$ cat src/rtl/hcbd_pkg.sv
package hcbd_pkg;

  localparam int unsigned SIZE_BITS_DEFAULT = 24;

  // result kinds
  localparam logic [1:0] KIND_PAYLOAD = 2'd0;
  localparam logic [1:0] KIND_FINAL   = 2'd1;
  localparam logic [1:0] KIND_ERROR   = 2'd2;

  // error codes
  localparam logic [1:0] ERR_NONE     = 2'd0;
  localparam logic [1:0] ERR_EMPTY    = 2'd1;
  localparam logic [1:0] ERR_NEGATIVE = 2'd2;
  localparam logic [1:0] ERR_TOO_BIG  = 2'd3;

  // framing phase
  localparam logic [1:0] PH_LINE = 2'd0;
  localparam logic [1:0] PH_BODY = 2'd1;
  localparam logic [1:0] PH_TAIL = 2'd2;

  // number scan phase
  localparam logic [2:0] NP_BLANK  = 3'd0;
  localparam logic [2:0] NP_SIGN   = 3'd1;
  localparam logic [2:0] NP_ZERO   = 3'd2;
  localparam logic [2:0] NP_PREFIX = 3'd3;
  localparam logic [2:0] NP_DIGITS = 3'd4;
  localparam logic [2:0] NP_DONE   = 3'd5;

  // characters
  localparam logic [7:0] CHAR_TAB   = 8'h09;
  localparam logic [7:0] CHAR_LF    = 8'h0a;
  localparam logic [7:0] CHAR_VT    = 8'h0b;
  localparam logic [7:0] CHAR_FF    = 8'h0c;
  localparam logic [7:0] CHAR_CR    = 8'h0d;
  localparam logic [7:0] CHAR_SPACE = 8'h20;
  localparam logic [7:0] CHAR_PLUS  = 8'h2b;
  localparam logic [7:0] CHAR_MINUS = 8'h2d;
  localparam logic [7:0] CHAR_ZERO  = 8'h30;
  localparam logic [7:0] CHAR_NINE  = 8'h39;
  localparam logic [7:0] CHAR_UC_A  = 8'h41;
  localparam logic [7:0] CHAR_UC_F  = 8'h46;
  localparam logic [7:0] CHAR_UC_X  = 8'h58;
  localparam logic [7:0] CHAR_LC_A  = 8'h61;
  localparam logic [7:0] CHAR_LC_F  = 8'h66;
  localparam logic [7:0] CHAR_LC_X  = 8'h78;

  localparam logic [1:0] TAIL_BYTES = 2'd2;

  // size line scan state, all but the value itself
  typedef struct packed {
    logic [2:0] np;
    logic       neg;
    logic       over;
    logic       has_char;
    logic       pending_cr;
  } line_state_t;

endpackage

$ cat src/rtl/hcbd_if.sv
interface hcbd_byte_if;
  logic       valid;
  logic       ready;
  logic [7:0] in_byte;

  modport source (output valid, output in_byte, input ready);
  modport sink   (input valid, input in_byte, output ready);
endinterface

interface hcbd_result_if;
  logic       valid;
  logic       ready;
  logic [1:0] kind;
  logic [7:0] payload;
  logic       chunk_last;
  logic [1:0] error_code;

  modport source (output valid, output kind, output payload, output chunk_last,
                  output error_code, input ready);
  modport sink   (input valid, input kind, input payload, input chunk_last,
                  input error_code, output ready);
endinterface

interface hcbd_cfg_if;
  logic valid;
  logic ready;
  logic chunked_mode;

  modport source (output valid, output chunked_mode, input ready);
  modport sink   (input valid, input chunked_mode, output ready);
endinterface

$ cat src/rtl/hcbd_line_parser.sv
module hcbd_line_parser #(
  parameter int unsigned SIZE_BITS = hcbd_pkg::SIZE_BITS_DEFAULT
) (
  input  logic [7:0]                  byte_i,
  input  hcbd_pkg::line_state_t       state_i,
  input  logic [SIZE_BITS-1:0]        size_i,
  output hcbd_pkg::line_state_t       state_o,
  output logic [SIZE_BITS-1:0]        size_o,
  output logic                        line_end_o
);
  import hcbd_pkg::*;

  logic       is_blank;
  logic       is_dec;
  logic       is_alpha;
  logic       is_hex;
  logic [3:0] hex_d;
  logic       start;
  logic       add;
  line_state_t st;
  logic [SIZE_BITS-1:0] sz;

  assign is_blank = (byte_i == CHAR_SPACE) || (byte_i == CHAR_TAB) || (byte_i == CHAR_LF) ||
                    (byte_i == CHAR_VT) || (byte_i == CHAR_FF) || (byte_i == CHAR_CR);
  assign is_dec   = (byte_i >= CHAR_ZERO) && (byte_i <= CHAR_NINE);
  assign is_alpha = ((byte_i >= CHAR_LC_A) && (byte_i <= CHAR_LC_F)) ||
                    ((byte_i >= CHAR_UC_A) && (byte_i <= CHAR_UC_F));
  assign is_hex   = is_dec || is_alpha;
  // letters a..f / A..F have low nibble 1..6
  assign hex_d    = is_dec ? byte_i[3:0] : 4'(byte_i[3:0] + 4'd9);

  assign line_end_o = state_i.pending_cr && (byte_i == CHAR_LF);

  always_comb begin
    st    = state_i;
    sz    = size_i;
    start = 1'b0;
    add   = 1'b0;

    // a held CR that is not part of CR LF acts as a blank or ends the number
    if (st.pending_cr && (st.np != NP_BLANK)) begin
      st.np = NP_DONE;
    end

    case (st.np)
      NP_BLANK: begin
        if (!is_blank) begin
          if ((byte_i == CHAR_PLUS) || (byte_i == CHAR_MINUS)) begin
            st.neg = (byte_i == CHAR_MINUS);
            st.np  = NP_SIGN;
          end else begin
            start = 1'b1;
          end
        end
      end
      NP_SIGN: start = 1'b1;
      NP_ZERO: begin
        if ((byte_i == CHAR_LC_X) || (byte_i == CHAR_UC_X)) st.np = NP_PREFIX;
        else if (is_hex) add = 1'b1;
        else st.np = NP_DONE;
      end
      NP_PREFIX, NP_DIGITS: begin
        if (is_hex) add = 1'b1;
        else st.np = NP_DONE;
      end
      default: ;
    endcase

    if (start) begin
      if (byte_i == CHAR_ZERO) st.np = NP_ZERO;
      else if (is_hex) add = 1'b1;
      else st.np = NP_DONE;
    end

    if (add) begin
      st.np = NP_DIGITS;
      if (!st.over) begin
        if (sz[SIZE_BITS-1 -: 4] != 4'd0) begin
          st.over = 1'b1;
          sz      = '1;
        end else begin
          sz = {sz[SIZE_BITS-5:0], hex_d};
        end
      end
    end

    st.has_char   = state_i.has_char | state_i.pending_cr | (byte_i != CHAR_CR);
    st.pending_cr = (byte_i == CHAR_CR);
  end

  assign state_o = st;
  assign size_o  = sz;

endmodule

$ cat src/rtl/http_chunked_body_decoder_unit.sv
// Channel  Dir  Handshake     Word
// in_i     in   valid/ready   in_byte: raw body byte
// out_o    out  valid/ready   kind, payload, chunk_last, error_code
// cfg_i    in   valid/ready   chunked_mode (ready always high)
//
// One byte per cycle sustained while no result is stalled; a byte waits in the input register
// and its result, if any, is written to the result register when the byte advances.
// The byte-to-byte state update is one pass through the size-line scanner.
// Reset sets chunked mode and an empty size line; the error latch holds until reset.
// A stalled result blocks only bytes that produce a result; others drain past it.
module http_chunked_body_decoder_unit #(
  parameter int unsigned SIZE_BITS = hcbd_pkg::SIZE_BITS_DEFAULT
) (
  input  logic              clk_i,
  input  logic              rst_ni,
  hcbd_byte_if.sink         in_i,
  hcbd_result_if.source     out_o,
  hcbd_cfg_if.sink          cfg_i
);
  import hcbd_pkg::*;

  logic                 mode_q;
  logic                 in_vld_q;
  logic [7:0]           in_byte_q;

  logic [1:0]           phase_q, phase_d;
  line_state_t          line_q, line_d, line_scan;
  logic [SIZE_BITS-1:0] size_q, size_d, size_scan;
  logic [SIZE_BITS-1:0] bytes_left_q, bytes_left_d;
  logic [1:0]           tail_q, tail_d;
  logic                 err_q, err_d;
  logic                 line_end;

  logic                 res_vld;
  logic [1:0]           res_kind;
  logic [7:0]           res_payload;
  logic                 res_last;
  logic [1:0]           res_code;

  logic                 out_vld_q;
  logic [1:0]           kind_q;
  logic [7:0]           payload_q;
  logic                 last_q;
  logic [1:0]           code_q;

  logic                 adv;

  assign cfg_i.ready = 1'b1;

  always_ff @(posedge clk_i or negedge rst_ni) begin
    if (!rst_ni) begin
      mode_q <= 1'b1;
    end else if (cfg_i.valid) begin
      mode_q <= cfg_i.chunked_mode;
    end
  end

  hcbd_line_parser #(
    .SIZE_BITS (SIZE_BITS)
  ) u_line_parser (
    .byte_i     (in_byte_q),
    .state_i    (line_q),
    .size_i     (size_q),
    .state_o    (line_scan),
    .size_o     (size_scan),
    .line_end_o (line_end)
  );

  always_comb begin
    phase_d      = phase_q;
    line_d       = line_q;
    size_d       = size_q;
    bytes_left_d = bytes_left_q;
    tail_d       = tail_q;
    err_d        = err_q;
    res_vld      = 1'b0;
    res_kind     = KIND_PAYLOAD;
    res_payload  = 8'd0;
    res_last     = 1'b0;
    res_code     = ERR_NONE;

    if (!mode_q) begin
      res_vld     = 1'b1;
      res_payload = in_byte_q;
    end else if (!err_q) begin
      case (phase_q)
        PH_BODY: begin
          res_vld     = 1'b1;
          res_payload = in_byte_q;
          if (bytes_left_q != '0) bytes_left_d = bytes_left_q - SIZE_BITS'(1);
          if (bytes_left_q <= SIZE_BITS'(1)) begin
            res_last = 1'b1;
            phase_d  = PH_TAIL;
            tail_d   = TAIL_BYTES;
          end
        end
        PH_TAIL: begin
          if (tail_q != 2'd0) tail_d = tail_q - 2'd1;
          if (tail_q <= 2'd1) phase_d = PH_LINE;
        end
        default: begin
          if (line_end) begin
            line_d = '0;
            size_d = '0;
            if (!line_q.has_char) begin
              err_d    = 1'b1;
              res_vld  = 1'b1;
              res_kind = KIND_ERROR;
              res_code = ERR_EMPTY;
            end else if (line_q.neg && ((size_q != '0) || line_q.over)) begin
              err_d    = 1'b1;
              res_vld  = 1'b1;
              res_kind = KIND_ERROR;
              res_code = ERR_NEGATIVE;
            end else if (line_q.over) begin
              // saturated chunk still gets delivered
              bytes_left_d = '1;
              phase_d      = PH_BODY;
              res_vld      = 1'b1;
              res_kind     = KIND_ERROR;
              res_code     = ERR_TOO_BIG;
            end else if (size_q == '0) begin
              phase_d  = PH_TAIL;
              tail_d   = TAIL_BYTES;
              res_vld  = 1'b1;
              res_kind = KIND_FINAL;
            end else begin
              bytes_left_d = size_q;
              phase_d      = PH_BODY;
            end
          end else begin
            line_d = line_scan;
            size_d = size_scan;
          end
        end
      endcase
    end
  end

  assign adv        = in_vld_q && (!res_vld || !out_vld_q || out_o.ready);
  assign in_i.ready = !in_vld_q || adv;

  always_ff @(posedge clk_i or negedge rst_ni) begin
    if (!rst_ni) begin
      in_vld_q <= 1'b0;
    end else if (in_i.ready) begin
      in_vld_q <= in_i.valid;
    end
  end

  always_ff @(posedge clk_i) begin
    if (in_i.ready && in_i.valid) begin
      in_byte_q <= in_i.in_byte;
    end
  end

  always_ff @(posedge clk_i or negedge rst_ni) begin
    if (!rst_ni) begin
      phase_q      <= PH_LINE;
      line_q       <= '0;
      size_q       <= '0;
      bytes_left_q <= '0;
      tail_q       <= 2'd0;
      err_q        <= 1'b0;
    end else if (adv) begin
      phase_q      <= phase_d;
      line_q       <= line_d;
      size_q       <= size_d;
      bytes_left_q <= bytes_left_d;
      tail_q       <= tail_d;
      err_q        <= err_d;
    end
  end

  always_ff @(posedge clk_i or negedge rst_ni) begin
    if (!rst_ni) begin
      out_vld_q <= 1'b0;
    end else if (adv && res_vld) begin
      out_vld_q <= 1'b1;
    end else if (out_o.ready) begin
      out_vld_q <= 1'b0;
    end
  end

  always_ff @(posedge clk_i) begin
    if (adv && res_vld) begin
      kind_q    <= res_kind;
      payload_q <= res_payload;
      last_q    <= res_last;
      code_q    <= res_code;
    end
  end

  assign out_o.valid      = out_vld_q;
  assign out_o.kind       = kind_q;
  assign out_o.payload    = payload_q;
  assign out_o.chunk_last = last_q;
  assign out_o.error_code = code_q;

  a_err_sticky: assert property (@(posedge clk_i) disable iff (!rst_ni)
    err_q |=> err_q)
    else $error("error latch cleared");

  a_body_nonzero: assert property (@(posedge clk_i) disable iff (!rst_ni)
    (phase_q == PH_BODY) |-> (bytes_left_q != '0))
    else $error("body phase with no bytes left");

  a_last_is_payload: assert property (@(posedge clk_i) disable iff (!rst_ni)
    (out_vld_q && last_q) |-> (kind_q == KIND_PAYLOAD))
    else $error("chunk_last on a non-payload word");

  a_code_is_error: assert property (@(posedge clk_i) disable iff (!rst_ni)
    (out_vld_q && (code_q != ERR_NONE)) |-> (kind_q == KIND_ERROR))
    else $error("error code on a non-error word");

  a_no_drop: assert property (@(posedge clk_i) disable iff (!rst_ni)
    (out_vld_q && !out_o.ready) |=> out_vld_q)
    else $error("stalled result lost");

endmodule

$ cat src/flat_wrapper.sv
// flat-port wrapper written by rule: the top's interface ports become plain ports
module http_chunked_body_decoder_unit_flat import hcbd_pkg::*;
#(
  parameter int unsigned SIZE_BITS = hcbd_pkg::SIZE_BITS_DEFAULT
)
  (clk_i, rst_ni, in_i_valid, in_i_in_byte, in_i_ready, out_o_valid, out_o_kind, out_o_payload, out_o_chunk_last, out_o_error_code, out_o_ready, cfg_i_valid, cfg_i_chunked_mode, cfg_i_ready);
  hcbd_byte_if in_i_i ();
  hcbd_result_if out_o_i ();
  hcbd_cfg_if cfg_i_i ();
  input  logic clk_i;
  input  logic rst_ni;
  input wire logic [$bits(in_i_i.valid)-1:0] in_i_valid;
  input wire logic [$bits(in_i_i.in_byte)-1:0] in_i_in_byte;
  output wire logic [$bits(in_i_i.ready)-1:0] in_i_ready;
  output wire logic [$bits(out_o_i.valid)-1:0] out_o_valid;
  output wire logic [$bits(out_o_i.kind)-1:0] out_o_kind;
  output wire logic [$bits(out_o_i.payload)-1:0] out_o_payload;
  output wire logic [$bits(out_o_i.chunk_last)-1:0] out_o_chunk_last;
  output wire logic [$bits(out_o_i.error_code)-1:0] out_o_error_code;
  input wire logic [$bits(out_o_i.ready)-1:0] out_o_ready;
  input wire logic [$bits(cfg_i_i.valid)-1:0] cfg_i_valid;
  input wire logic [$bits(cfg_i_i.chunked_mode)-1:0] cfg_i_chunked_mode;
  output wire logic [$bits(cfg_i_i.ready)-1:0] cfg_i_ready;
  assign in_i_i.valid = in_i_valid;
  assign in_i_i.in_byte = in_i_in_byte;
  assign in_i_ready = in_i_i.ready;
  assign out_o_valid = out_o_i.valid;
  assign out_o_kind = out_o_i.kind;
  assign out_o_payload = out_o_i.payload;
  assign out_o_chunk_last = out_o_i.chunk_last;
  assign out_o_error_code = out_o_i.error_code;
  assign out_o_i.ready = out_o_ready;
  assign cfg_i_i.valid = cfg_i_valid;
  assign cfg_i_i.chunked_mode = cfg_i_chunked_mode;
  assign cfg_i_ready = cfg_i_i.ready;
  http_chunked_body_decoder_unit #(.SIZE_BITS(SIZE_BITS)) u_core (.clk_i(clk_i), .rst_ni(rst_ni), .in_i(in_i_i), .out_o(out_o_i), .cfg_i(cfg_i_i));
endmodule
$ cat config.mk
export PLATFORM = sky130hd
export DESIGN_NAME = http_chunked_body_decoder_unit_flat
export DESIGN_NICKNAME = d
export VERILOG_FILES = /design/src/rtl/hcbd_pkg.sv /design/src/rtl/hcbd_if.sv /design/src/rtl/hcbd_line_parser.sv /design/src/rtl/http_chunked_body_decoder_unit.sv /design/src/flat_wrapper.sv
export SDC_FILE = /design/constraint.sdc
export NUM_CORES = 1
export LEC_CHECK = 0
export BUFFER_PORTS_ARGS = -buffer_cell sky130_fd_sc_hd__buf_2
export CAP_MARGIN = 30
export CORE_ASPECT_RATIO = 1.5
export CORE_MARGIN = 2
export CORE_UTILIZATION = 30
export CTS_CLUSTER_DIAMETER = 100
export CTS_CLUSTER_SIZE = 25
export DETAILED_ROUTE_END_ITERATION = 10
export MAX_ROUTING_LAYER = met4
export PLACE_DENSITY = 0.52
export SLEW_MARGIN = 10
export SYNTH_ARGS = -nofsm -noshare
export SYNTH_HDL_FRONTEND = slang
export SYNTH_SLANG_ARGS = --single-unit
$ cat constraint.sdc
create_clock -name clk_i -period 8.85 [get_ports clk_i]
set_input_delay 0 -clock clk_i [delete_from_list [all_inputs] [get_ports clk_i]]
set_output_delay 0 -clock clk_i [all_outputs]
set_load 0.02 [all_outputs]
### Word level (Yosys, flattened, before mapping)

Index checks and enable logic that the tools add are counted.

* flip-flop bits (word level): 84
* bits of input ports: 14
* word-level logic and storage cells: 200

* $add $sub $neg: 3
* magnitude comparators: 8
* equal/unequal tests: 28
* multiplexer cells: 77
* bitwise logic cells: 9
* reduce and logical (&&, ||, !) cells: 55

Operators with widths (count)
* two-way mux 24 bit: 10
* case mux 24 bit (2 select lines): 1
* nonzero test 24 bit: 2
* == test 8 x 4 -> 1 bit, second input constant: 5
* two-way mux 2 bit: 18
* == test 8 x 6 -> 1 bit, second input constant: 4
* two-way mux 1 bit: 28
* less-or-equal comparator 24 x 1 -> 1 bit, second input constant: 1
* zero test 24 bit: 1
* two-way mux 8 bit: 3
* subtractor 24 x 1 -> 24 bit, second input constant: 1
* two-way mux 3 bit: 7
* == test 8 x 7 -> 1 bit, second input constant: 2
* greater-or-equal comparator 8 x 7 -> 1 bit, second input constant: 2
* less-or-equal comparator 8 x 7 -> 1 bit, second input constant: 2
* nonzero test 2 bit: 7
* logical OR 1 bit: 13
* two-way mux 4 bit: 3
* nonzero test 3 bit: 4
* inequality test 2 x 1 -> 1 bit, second input constant: 5
* AND reduction 10 bit: 1
* logical AND 1 bit: 9
* case mux 3 bit (3 select lines): 1
* AND reduction 9 bit: 1
* 33 further kinds: 49

### Logic depth before layout (Yosys ltp)

Gate-level depths: netlist of run 1.

* word-level depth: 15
* gate-level depth with buffers: 11
* mapped depth without buffers: 8

### Hierarchy

A second synthesis of run 1 with hierarchy kept.

* cell total of the unflattened synthesis: 588
* area total of the unflattened synthesis: 5377.7 µm²

By module, submodules not included
* http_chunked_body_decoder_unit: instances 1, cells each 464, area each 4399.2 µm², sequential area each 2208.4 µm²
* hcbd_line_parser: instances 1, cells each 124, area each 978.4 µm², sequential area each 0.0 µm²

### Worst setup path before layout of run 1

Ideal clock, no wire load.

* path kind: register to register
* start: register u_core.size_q[22]
* end: register u_core.last_q (netlist: u_core.out_o.chunk_last) (enable)
* setup time: 382 ps
* arrival: 2632 ps
* data required time: 8468 ps
* slack: 5836 ps
* stages on the path, launching flop included: 8
* buffers on the path: 2
* cells stage by stage: dfrtp_1 or4_1 buf_2 or4_1 buf_2 o211ai_2 nand3_1 nor2_1

* word-level cells in the longest chain between the ends: 14
* elaborated cells on any way between the ends: 17
* those cells by class: 8 x mux; 9 x reduce/logical

RTL lines
* from (decl): line http_chunked_body_decoder_unit.sv:28 `logic [SIZE_BITS-1:0] size_q, size_d, size_scan;`
* from (signal assigned): line http_chunked_body_decoder_unit.sv:168 `size_q <= size_d;`
* zero test 24 bit or nonzero test 24 bit (tied branches): line http_chunked_body_decoder_unit.sv:122, http_chunked_body_decoder_unit.sv:110
* two-way mux 1 bit or logical OR 1 bit (tied branches): line http_chunked_body_decoder_unit.sv:122, http_chunked_body_decoder_unit.sv:110
* two-way mux 1 bit or logical AND 1 bit (tied branches): line http_chunked_body_decoder_unit.sv:115, http_chunked_body_decoder_unit.sv:110
* two-way mux 1 bit (*): line http_chunked_body_decoder_unit.sv:110 `end else if (line_q.neg && ((size_q != '0) || line_q.over)) begin`
* two-way mux 1 bit (*): line http_chunked_body_decoder_unit.sv:105 `if (!line_q.has_char) begin`
* two-way mux 1 bit (*): line http_chunked_body_decoder_unit.sv:102 `if (line_end) begin`
* case mux 1 bit (2 select lines) (*): line http_chunked_body_decoder_unit.sv:86 `case (phase_q)`
* two-way mux 1 bit (*): line http_chunked_body_decoder_unit.sv:85 `end else if (!err_q) begin`
* two-way mux 1 bit (*): line http_chunked_body_decoder_unit.sv:82 `if (!mode_q) begin`
* zero test 1 bit: line http_chunked_body_decoder_unit.sv:140 `assign adv = in_vld_q && (!res_vld || !out_vld_q || out_o.ready);`
* logical OR 1 bit (2 in series): line http_chunked_body_decoder_unit.sv:140
* logical AND 1 bit: line http_chunked_body_decoder_unit.sv:140
* logical AND 1 bit (*): line http_chunked_body_decoder_unit.sv:186 `if (adv && res_vld) begin`
* to (signal assigned): line http_chunked_body_decoder_unit.sv:189 `last_q <= res_last;`
* to (decl): line http_chunked_body_decoder_unit.sv:43 `logic last_q;`

Every way passes the cells marked *; elsewhere a longest branch is shown, timed or not.
A chain may end at the register's enable or synchronous reset.

### Final worst setup path of run 1

* start: register u_core.size_q[22]
* end: register u_core.bytes_left_q[21]

* word-level cells in the longest chain between the ends: 14
* elaborated cells on any way between the ends: 19
* those cells by class: 2 x eq/ne; 8 x mux; 9 x reduce/logical

RTL lines
* zero test 24 bit or nonzero test 24 bit (tied branches): line http_chunked_body_decoder_unit.sv:122, http_chunked_body_decoder_unit.sv:110
* two-way mux 1 bit or logical OR 1 bit (tied branches): line http_chunked_body_decoder_unit.sv:122, http_chunked_body_decoder_unit.sv:110
* two-way mux 1 bit or logical AND 1 bit (tied branches): line http_chunked_body_decoder_unit.sv:115, http_chunked_body_decoder_unit.sv:110
* two-way mux 1 bit: line http_chunked_body_decoder_unit.sv:110
* two-way mux 1 bit: line http_chunked_body_decoder_unit.sv:105
* two-way mux 1 bit: line http_chunked_body_decoder_unit.sv:102
* case mux 1 bit (2 select lines): line http_chunked_body_decoder_unit.sv:86
* two-way mux 1 bit: line http_chunked_body_decoder_unit.sv:85
* two-way mux 1 bit: line http_chunked_body_decoder_unit.sv:82
* zero test 1 bit: line http_chunked_body_decoder_unit.sv:140
* logical OR 1 bit (2 in series): line http_chunked_body_decoder_unit.sv:140
* logical AND 1 bit: line http_chunked_body_decoder_unit.sv:140
* AND reduction 9 bit (no line) (*)
* to (signal assigned): line http_chunked_body_decoder_unit.sv:169 `bytes_left_q <= bytes_left_d;`
* to (decl): line http_chunked_body_decoder_unit.sv:29 `logic [SIZE_BITS-1:0] bytes_left_q, bytes_left_d;`

Marked as above.

==> results of run 1 <==
-- layer usage --
| metal | part of all wire (%) | up-vias | track usage [%] |
|---|---|---|---|
| met2 | 53 | 69 | 29.0 |
| met5 | 0 | - | - |
| met3 | 1.9 | 33 | 2.01 |
| met4 | 4.0 | 0 | 7.77 |
| li1 | - | 2083 | - |
| met1 | 41 | 2092 | 17.6 |
-- worst max-delay path: cells and delay by family (launching register included) --
family	cells	cell delay, ns
AND/OR/NAND/NOR	2	1.21
AO/OA/AOI/OAI	4	0.90
buffers and inverters	2	0.75
flip-flops	1	0.39
-- power by group through the flow --
stage	clock [W]	combinational [W]	sequential [W]
2_1_floorplan	0	0.000125	0.000465
3_3_place_gp	0	0.000146	0.000498
3_5_place_dp	0	0.000149	0.000499
4_1_cts	0.000456	0.000154	0.000491
5_1_grt	0.000468	0.000174	0.000498
6_report	0.000442	0.000154	0.000492
-- per-stage QoR --
stage               setup WS, ns  std cells  cell area [sq um]  hold slack [ns]
floorplan                   5.84        543               4990           -0.296
global placement            5.24        751               5290            0.178
detailed placement          5.47        752               5300            0.178
CTS                         5.44        780               5770         0.000878
global route                5.26        781               5790           0.0786
finish                      5.45        781               5790           0.0132
-- worst paths after layout --
| kind | from | endpoint | slack [ns] | cells past startpoint |
|---|---|---|---|---|
| min reg2reg | u_core.tail_q[1] | u_core.tail_q[1] | 0.53 | 1 |
| max in group asynchronous | rst_ni | u_core.mode_q | 8.23 | 4 |
| max reg2reg | u_core.size_q[22] | u_core.bytes_left_q[21] | 5.45 | 8 |
| max | u_core.size_q[22] | u_core.bytes_left_q[21] | 5.45 | 8 |
| min in group asynchronous | rst_ni | u_core.bytes_left_q[10] | 0.08 | 3 |
| min | out_o_ready | u_core.out_o.valid | 0.01 | 4 |
-- cell usage after synthesis, types with 4 or more instances --
master	instances
buf_2	5
ha_1	11
or4_1	12
edfxtp_1	21
or2_2	5
or4b_1	4
nand2_1	53
clkbuf_1	18
nand3_1	22
nor2_1	42
a21oi_1	35
mux2i_1	10
o21ai_1	12
and2_1	10
o32ai_1	8
inv_1	19
o21ai_0	12
nor3_1	49
a31oi_1	4
o32a_1	4
nor4_1	13
o41ai_1	4
or3_1	9
nand2b_1	8
a211o_1	7
nor4b_1	7
nor3b_1	4
dfrtp_1	62
-- cells in the final DEF, fill, tap and decap left out, types with 5 or more instances in the layout --
master and count:
ha_1 11, o32ai_1 8, edfxtp_1 21, nand2b_1 8, nor3_1 49, mux2i_1 10, inv_1 19, a211o_1 7
o21ai_0 12, nor2_1 42, buf_2 28, or2_2 5, nand3_1 22, nand2_1 53, or3_1 9, o21ai_1 12
a21oi_1 35, nor4_1 13, nor4b_1 7, dfrtp_1 62, clkbuf_16 9, dlygate4sd3_1 12, buf_4 7, and2_1 10
or4_1 12
-- logic make-up after synthesis --
| kind of cell | Yosys count |
|---|---|
| AO/OA/AOI/OAI | 119 |
| AND/OR/NAND/NOR | 259 |
| multiplexers | 15 |
| flip-flops | 84 |
| buffers and inverters | 51 |
| XOR/XNOR | 3 |
| other | 1 |
| adder cells (fa/ha/maj) | 11 |
-- flip-flops by register name, indices dropped and copies added, names as in the netlist, 2 cells and up --
name	count
u_core.in_byte_q	8
u_core.size_q	24
u_core.tail_q	2
u_core.bytes_left_q	24
u_core.line_q	7
u_core.out_o.error_code	2
u_core.out_o.kind	2
u_core.out_o.payload	8
u_core.phase_q	2
-- layout make-up --
class	instances	area [sq um]	area share [%]
Timing Repair Buffer	48	340	5.87
Inverter	19	71.3	1.23
Clock inverter	7	124	2.14
Tap cell	206	258	4.45
Clock buffer	9	225	3.89
Sequential cell	84	2210	38.1
Multi-Input combinational cell	408	2570	44.3
==> results.py, run 1 <==
metrics = {
    "clock_network": {
        "cts.sinks": 84,
        "post_cts_resized": 0,
        "htree_levels": 3,
        "clockBufferDepth": 2,
        "cts_hold_buf": 12,
        "cts_tree": "built",
        "root_buffer": "clkbuf_16",
        "cts_setup_buffers": 0,
        "clk_pin_slew_ns": 0.07,
        "clock_latency_ns": 0.34,
        "cts_made_buffers": 9,
    },
    "routing": {
        "wl_per_cell_um": 17.1,
        "totalWireLength_mm": 13.4,
        "postRouteAntennaNets": 0,
        "drtPass1Iterations": 5,
        "drc": 0,
        "drt-initial-drc-count": 273,
        "vias_per_cell": 5.48,
        "num_vias": 4277,
    },
    "power": {
        "switchingPower_w": 0.000314,
        "p_sw_share_pct": 28.8,
        "seqPwrFrac_pct": 45.2,
        "comb_power_share_pct": 14.2,
        "ir_drop_v": 0.000153,
        "finalPower_w": 0.00109,
        "power.leakage_nw": 2.24,
        "p_int_w": 0.000775,
        "p_per_area_mw_per_mm2": 188,
        "clkPwrFrac_pct": 40.6,
    },
    "run": {
        "max-cap-violations": 0,
    },
    "grt": {
        "grt_max_degree": 64,
        "grt_pass1_wl_mm": 22.1,
        "grt-ovfl-total": 0,
        "antenna_found_initial": 0,
        "track_usage_pct": 16.3,
        "grt_pass1_vias": 4410,
    },
    "logic_synthesis": {
        "ys.flop_type": "dfrtp_1",
        "syn_area_sq_mm": 0.00499,
        "yosysWarnings": 0,
        "synth.area.mux_share_pct": 3.13,
        "synth_top_family_by_area": "simple AND/OR/NAND/NOR gates",
        "synth-simple-area-share_pct": 28.0,
        "seq_area_frac_synth_pct": 44.2,
        "syn-num-nets": 568,
        "yosysTopAreaCell": "dfrtp_1",
        "ys_seq_elements": 84,
        "synth_edf_count": 21,
        "syn_inst": 543,
        "synth_fa_ha_area_share_pct": 2.76,
        "synth_cell_types": 68,
        "synthArstFlopShare_pct": 75.0,
        "synth_xor_xnor_area_share_pct": 0.526,
        "yosys-top-cells-area": "dfrtp_1 31%, edfxtp_1 13%, nor3_1 4.9%, nand2_1 4.0%, a21oi_1 3.5%",
        "synth_top_area_share_pct": 31.1,
        "synth_compound_area_share_pct": 16.7,
        "syn_area_per_cell_sq_um": 9.20,
    },
    "timing": {
        "setup_viol": 0,
        "clock_skew_ns": 0.0116,
        "slew_viol_final": 0,
        "fin_tns_setup_ns": 0,
        "period_share_pct": 38.5,
        "fmax_mhz": 294,
        "worstMarginPinSlew_ns": 0.950,
        "hold_violations": 0,
        "rsz0062_at_grt": "false",
        "post-route-min-period_ns": 3.40,
        "slew_headroom_pct": 35.8,
    },
    "floorplan": {
        "die-area_sq_mm": 0.0177,
        "die_y_um": 162,
        "rows": 57,
        "die_x_um": 109,
        "initial_core_util_pct": 30.7,
        "ios": 30,
        "core_area_sq_mm": 0.0163,
    },
    "finish": {
        "diodes": 0,
        "postLayoutCoreUtil_pct": 35.6,
        "syn_to_final_growth_pct": 16.0,
        "fill_cells": 1691,
        "nets": 595,
        "drive_gt1_share_pct": 12.9,
    },
    "setup_path": {
        "cp_slowest_cell": "or4_1",
        "worst-path-max-fanout": 57,
        "crit_type": "register to register",
        "end_kind": "register",
        "path_cells": "or4_1 > buf_4 > or4_1 > o211ai_2 > o2bb2ai_4 > buf_4 > o32ai_1 > a211o_1",
        "crit_path_start_kind": "register",
        "crit_arrival_ns": 3.63,
        "slowest_delay_ns": 0.68,
        "cp.required_ns": 9.08,
    },
    "placed_design": {
        "hpwl_mm": 9.40,
        "port_buffers": 28,
        "place_congestion": 0.871,
    },
    "hold_path": {
        "hold_class": "input pin to register",
    },
    "status": {
        "run_status": "finished clean",
    },
}
Note: power is estimated with default switching activity, not from simulation.
==> run 2, diff against run 1 <==
clock period = 3.5 ns   (was 8.85 ns; I/O delays follow)
==> results.py, run 2 (same netlist as run 1, synthesis figures left out) <==
metrics = {
    "grt": {
        "grt_max_degree": 49,
        "grtUsageMet2_pct": 29.4,
        "use_met1_pct": 18.4,
        "grt_pass1_vias": 4432,
        "track_usage_pct": 16.9,
        "grt-ovfl-total": 0,
        "antenna_found_initial": 0,
        "busiest_layer": "met2",
        "grt.met3_usage_pct": 2.89,
        "grt_pass1_wl_mm": 22.7,
    },
    "setup_path": {
        "end_kind": "register",
        "crit_type": "register to register",
        "crit_path_start_kind": "register",
        "cp.required_ns": 3.73,
        "worst-path-max-fanout": 24,
        "crit_arrival_ns": 3.53,
    },
    "clock_network": {
        "cts_tree": "built",
        "htree_levels": 3,
        "cts_made_buffers": 9,
        "clockBufferDepth": 2,
        "cts.sinks": 84,
        "clock_latency_ns": 0.34,
        "root_buffer": "clkbuf_16",
        "clk_pin_slew_ns": 0.07,
    },
    "timing": {
        "clock_skew_ns": 0.00874,
        "slew_headroom_pct": 47.3,
        "worstMarginPinSlew_ns": 0.770,
        "fmax_mhz": 304,
        "hold_violations": 0,
        "setup_ws_ns": 0.207,
        "rsz0062_at_grt": "false",
        "period_share_pct": 94.1,
        "setup_viol": 0,
        "fin_tns_setup_ns": 0,
        "fin_hold_ws_ns": 0.0480,
        "slew_viol_final": 0,
        "post-route-min-period_ns": 3.29,
    },
    "finish": {
        "drive_gt1_share_pct": 14.5,
        "fill_cells": 1682,
        "regArea_sq_mm": 0.00221,
        "final_common_cell": "dfrtp_1",
        "multiInputGateArea_sq_mm": 0.00257,
        "mostFrequentLayoutCells": "62 x dfrtp_1, 53 x nand2_1, 49 x nor3_1",
        "diodes": 0,
        "postLayoutCoreUtil_pct": 35.9,
        "syn_to_final_growth_pct": 16.8,
        "top_regs": "u_core.bytes_left_q: 24 flops, u_core.size_q: 24 flops",
        "nets": 607,
    },
    "routing": {
        "drtPass1Iterations": 4,
        "vias_per_cell": 5.39,
        "postRouteAntennaNets": 0,
        "num_vias": 4277,
        "wl_per_cell_um": 17.1,
        "drc": 0,
        "totalWireLength_mm": 13.6,
        "drt-initial-drc-count": 214,
    },
    "placed_design": {
        "place_ws_ns": 0.216,
        "port_buffers": 28,
        "hpwl_mm": 9.65,
        "place_congestion": 0.823,
    },
    "floorplan": {
        "initial_core_util_pct": 30.7,
        "core_area_sq_mm": 0.0163,
        "ios": 30,
        "die-area_sq_mm": 0.0177,
        "die_x_um": 109,
        "die_y_um": 162,
        "rows": 57,
    },
    "power": {
        "finalPower_w": 0.00261,
        "ir_drop_v": 0.000315,
        "power.leakage_nw": 2.27,
        "p_per_area_mw_per_mm2": 448,
    },
    "run": {
        "max-cap-violations": 0,
    },
    "hold_path": {
        "hold_class": "input pin to register",
    },
    "status": {
        "run_status": "finished clean",
    },
}
==> run 2: changes by cell type in the layout (fill, tap and decap cells not counted), sizes merged <==
cell	previous run	this run
buf	36	48
bufinv	3	1
clkinvlp	1	2
inv	20	21
==> run 2: path summary, 6_finish.rpt <==
kind	slack (ns)	start	to	cells past startpoint
setup / recovery	0.21	u_core.bytes_left_q[11]	u_core.bytes_left_q[13]	7
hold / removal	0.05	out_o_ready	u_core.out_o.valid	4
setup reg to reg	0.21	u_core.bytes_left_q[11]	u_core.bytes_left_q[13]	7
hold reg to reg	0.53	u_core.tail_q[1]	u_core.tail_q[1]	1
max in group asynchronous	2.40	rst_ni	u_core.size_q[12]	4
min in group asynchronous	0.19	rst_ni	u_core.bytes_left_q[15]	2
==> run 2: power breakdown <==
group	switching, W	leakage [nW]	internal, W	total (W)
combinational	0.000253	1.26	0.000179	0.000431
sequential	0.000115	0.877	0.00109	0.00120
clock	0.000422	0.140	0.000557	0.000979
==> run 2: routing by layer <==
metal  vias up  part of all wire, %
met5         -                    0
met4         0                  3.6
met3        29                  2.1
met2        78                   54
met1      2058                   40
li1       2112                    -
==> run 2: what timing repair did <==
action / CTS / global route
buffers inserted: 0 / 0
endpoints found under the setup margin: 0 / 2
gates resized for setup: 0 / 0
hold buffers: 12 / 0
endpoints found under the hold margin: 47 / 0
==> run 2: per-stage QoR <==
stage                     cells  instance area (sq um)
after floorplan             543                   4990
after global placement      763                   5380
after detailed placement    763                   5380
after CTS                   791                   5800
after global routing        793                   5830
final                       793                   5830
==> run 2: critical path, stage by stage (launching register included) <==
cell	delay, ns
dfrtp_1	0.41
or4_1	0.66
nor4_1	0.60
a2111oi_0	0.29
o2bb2ai_4	0.55
buf_4	0.32
nor4b_1	0.07
a211o_1	0.27
==> run 2: final cells by class <==
type                    count  share of cell area [%]
flip-flops and latches     84                    37.9
repair buffers             60                    7.34
well taps                 206                    4.42
inverters                  19                    1.22
clock inverters             7                    1.29
multi-input cells         408                    44.0
clock buffers               9                    3.86
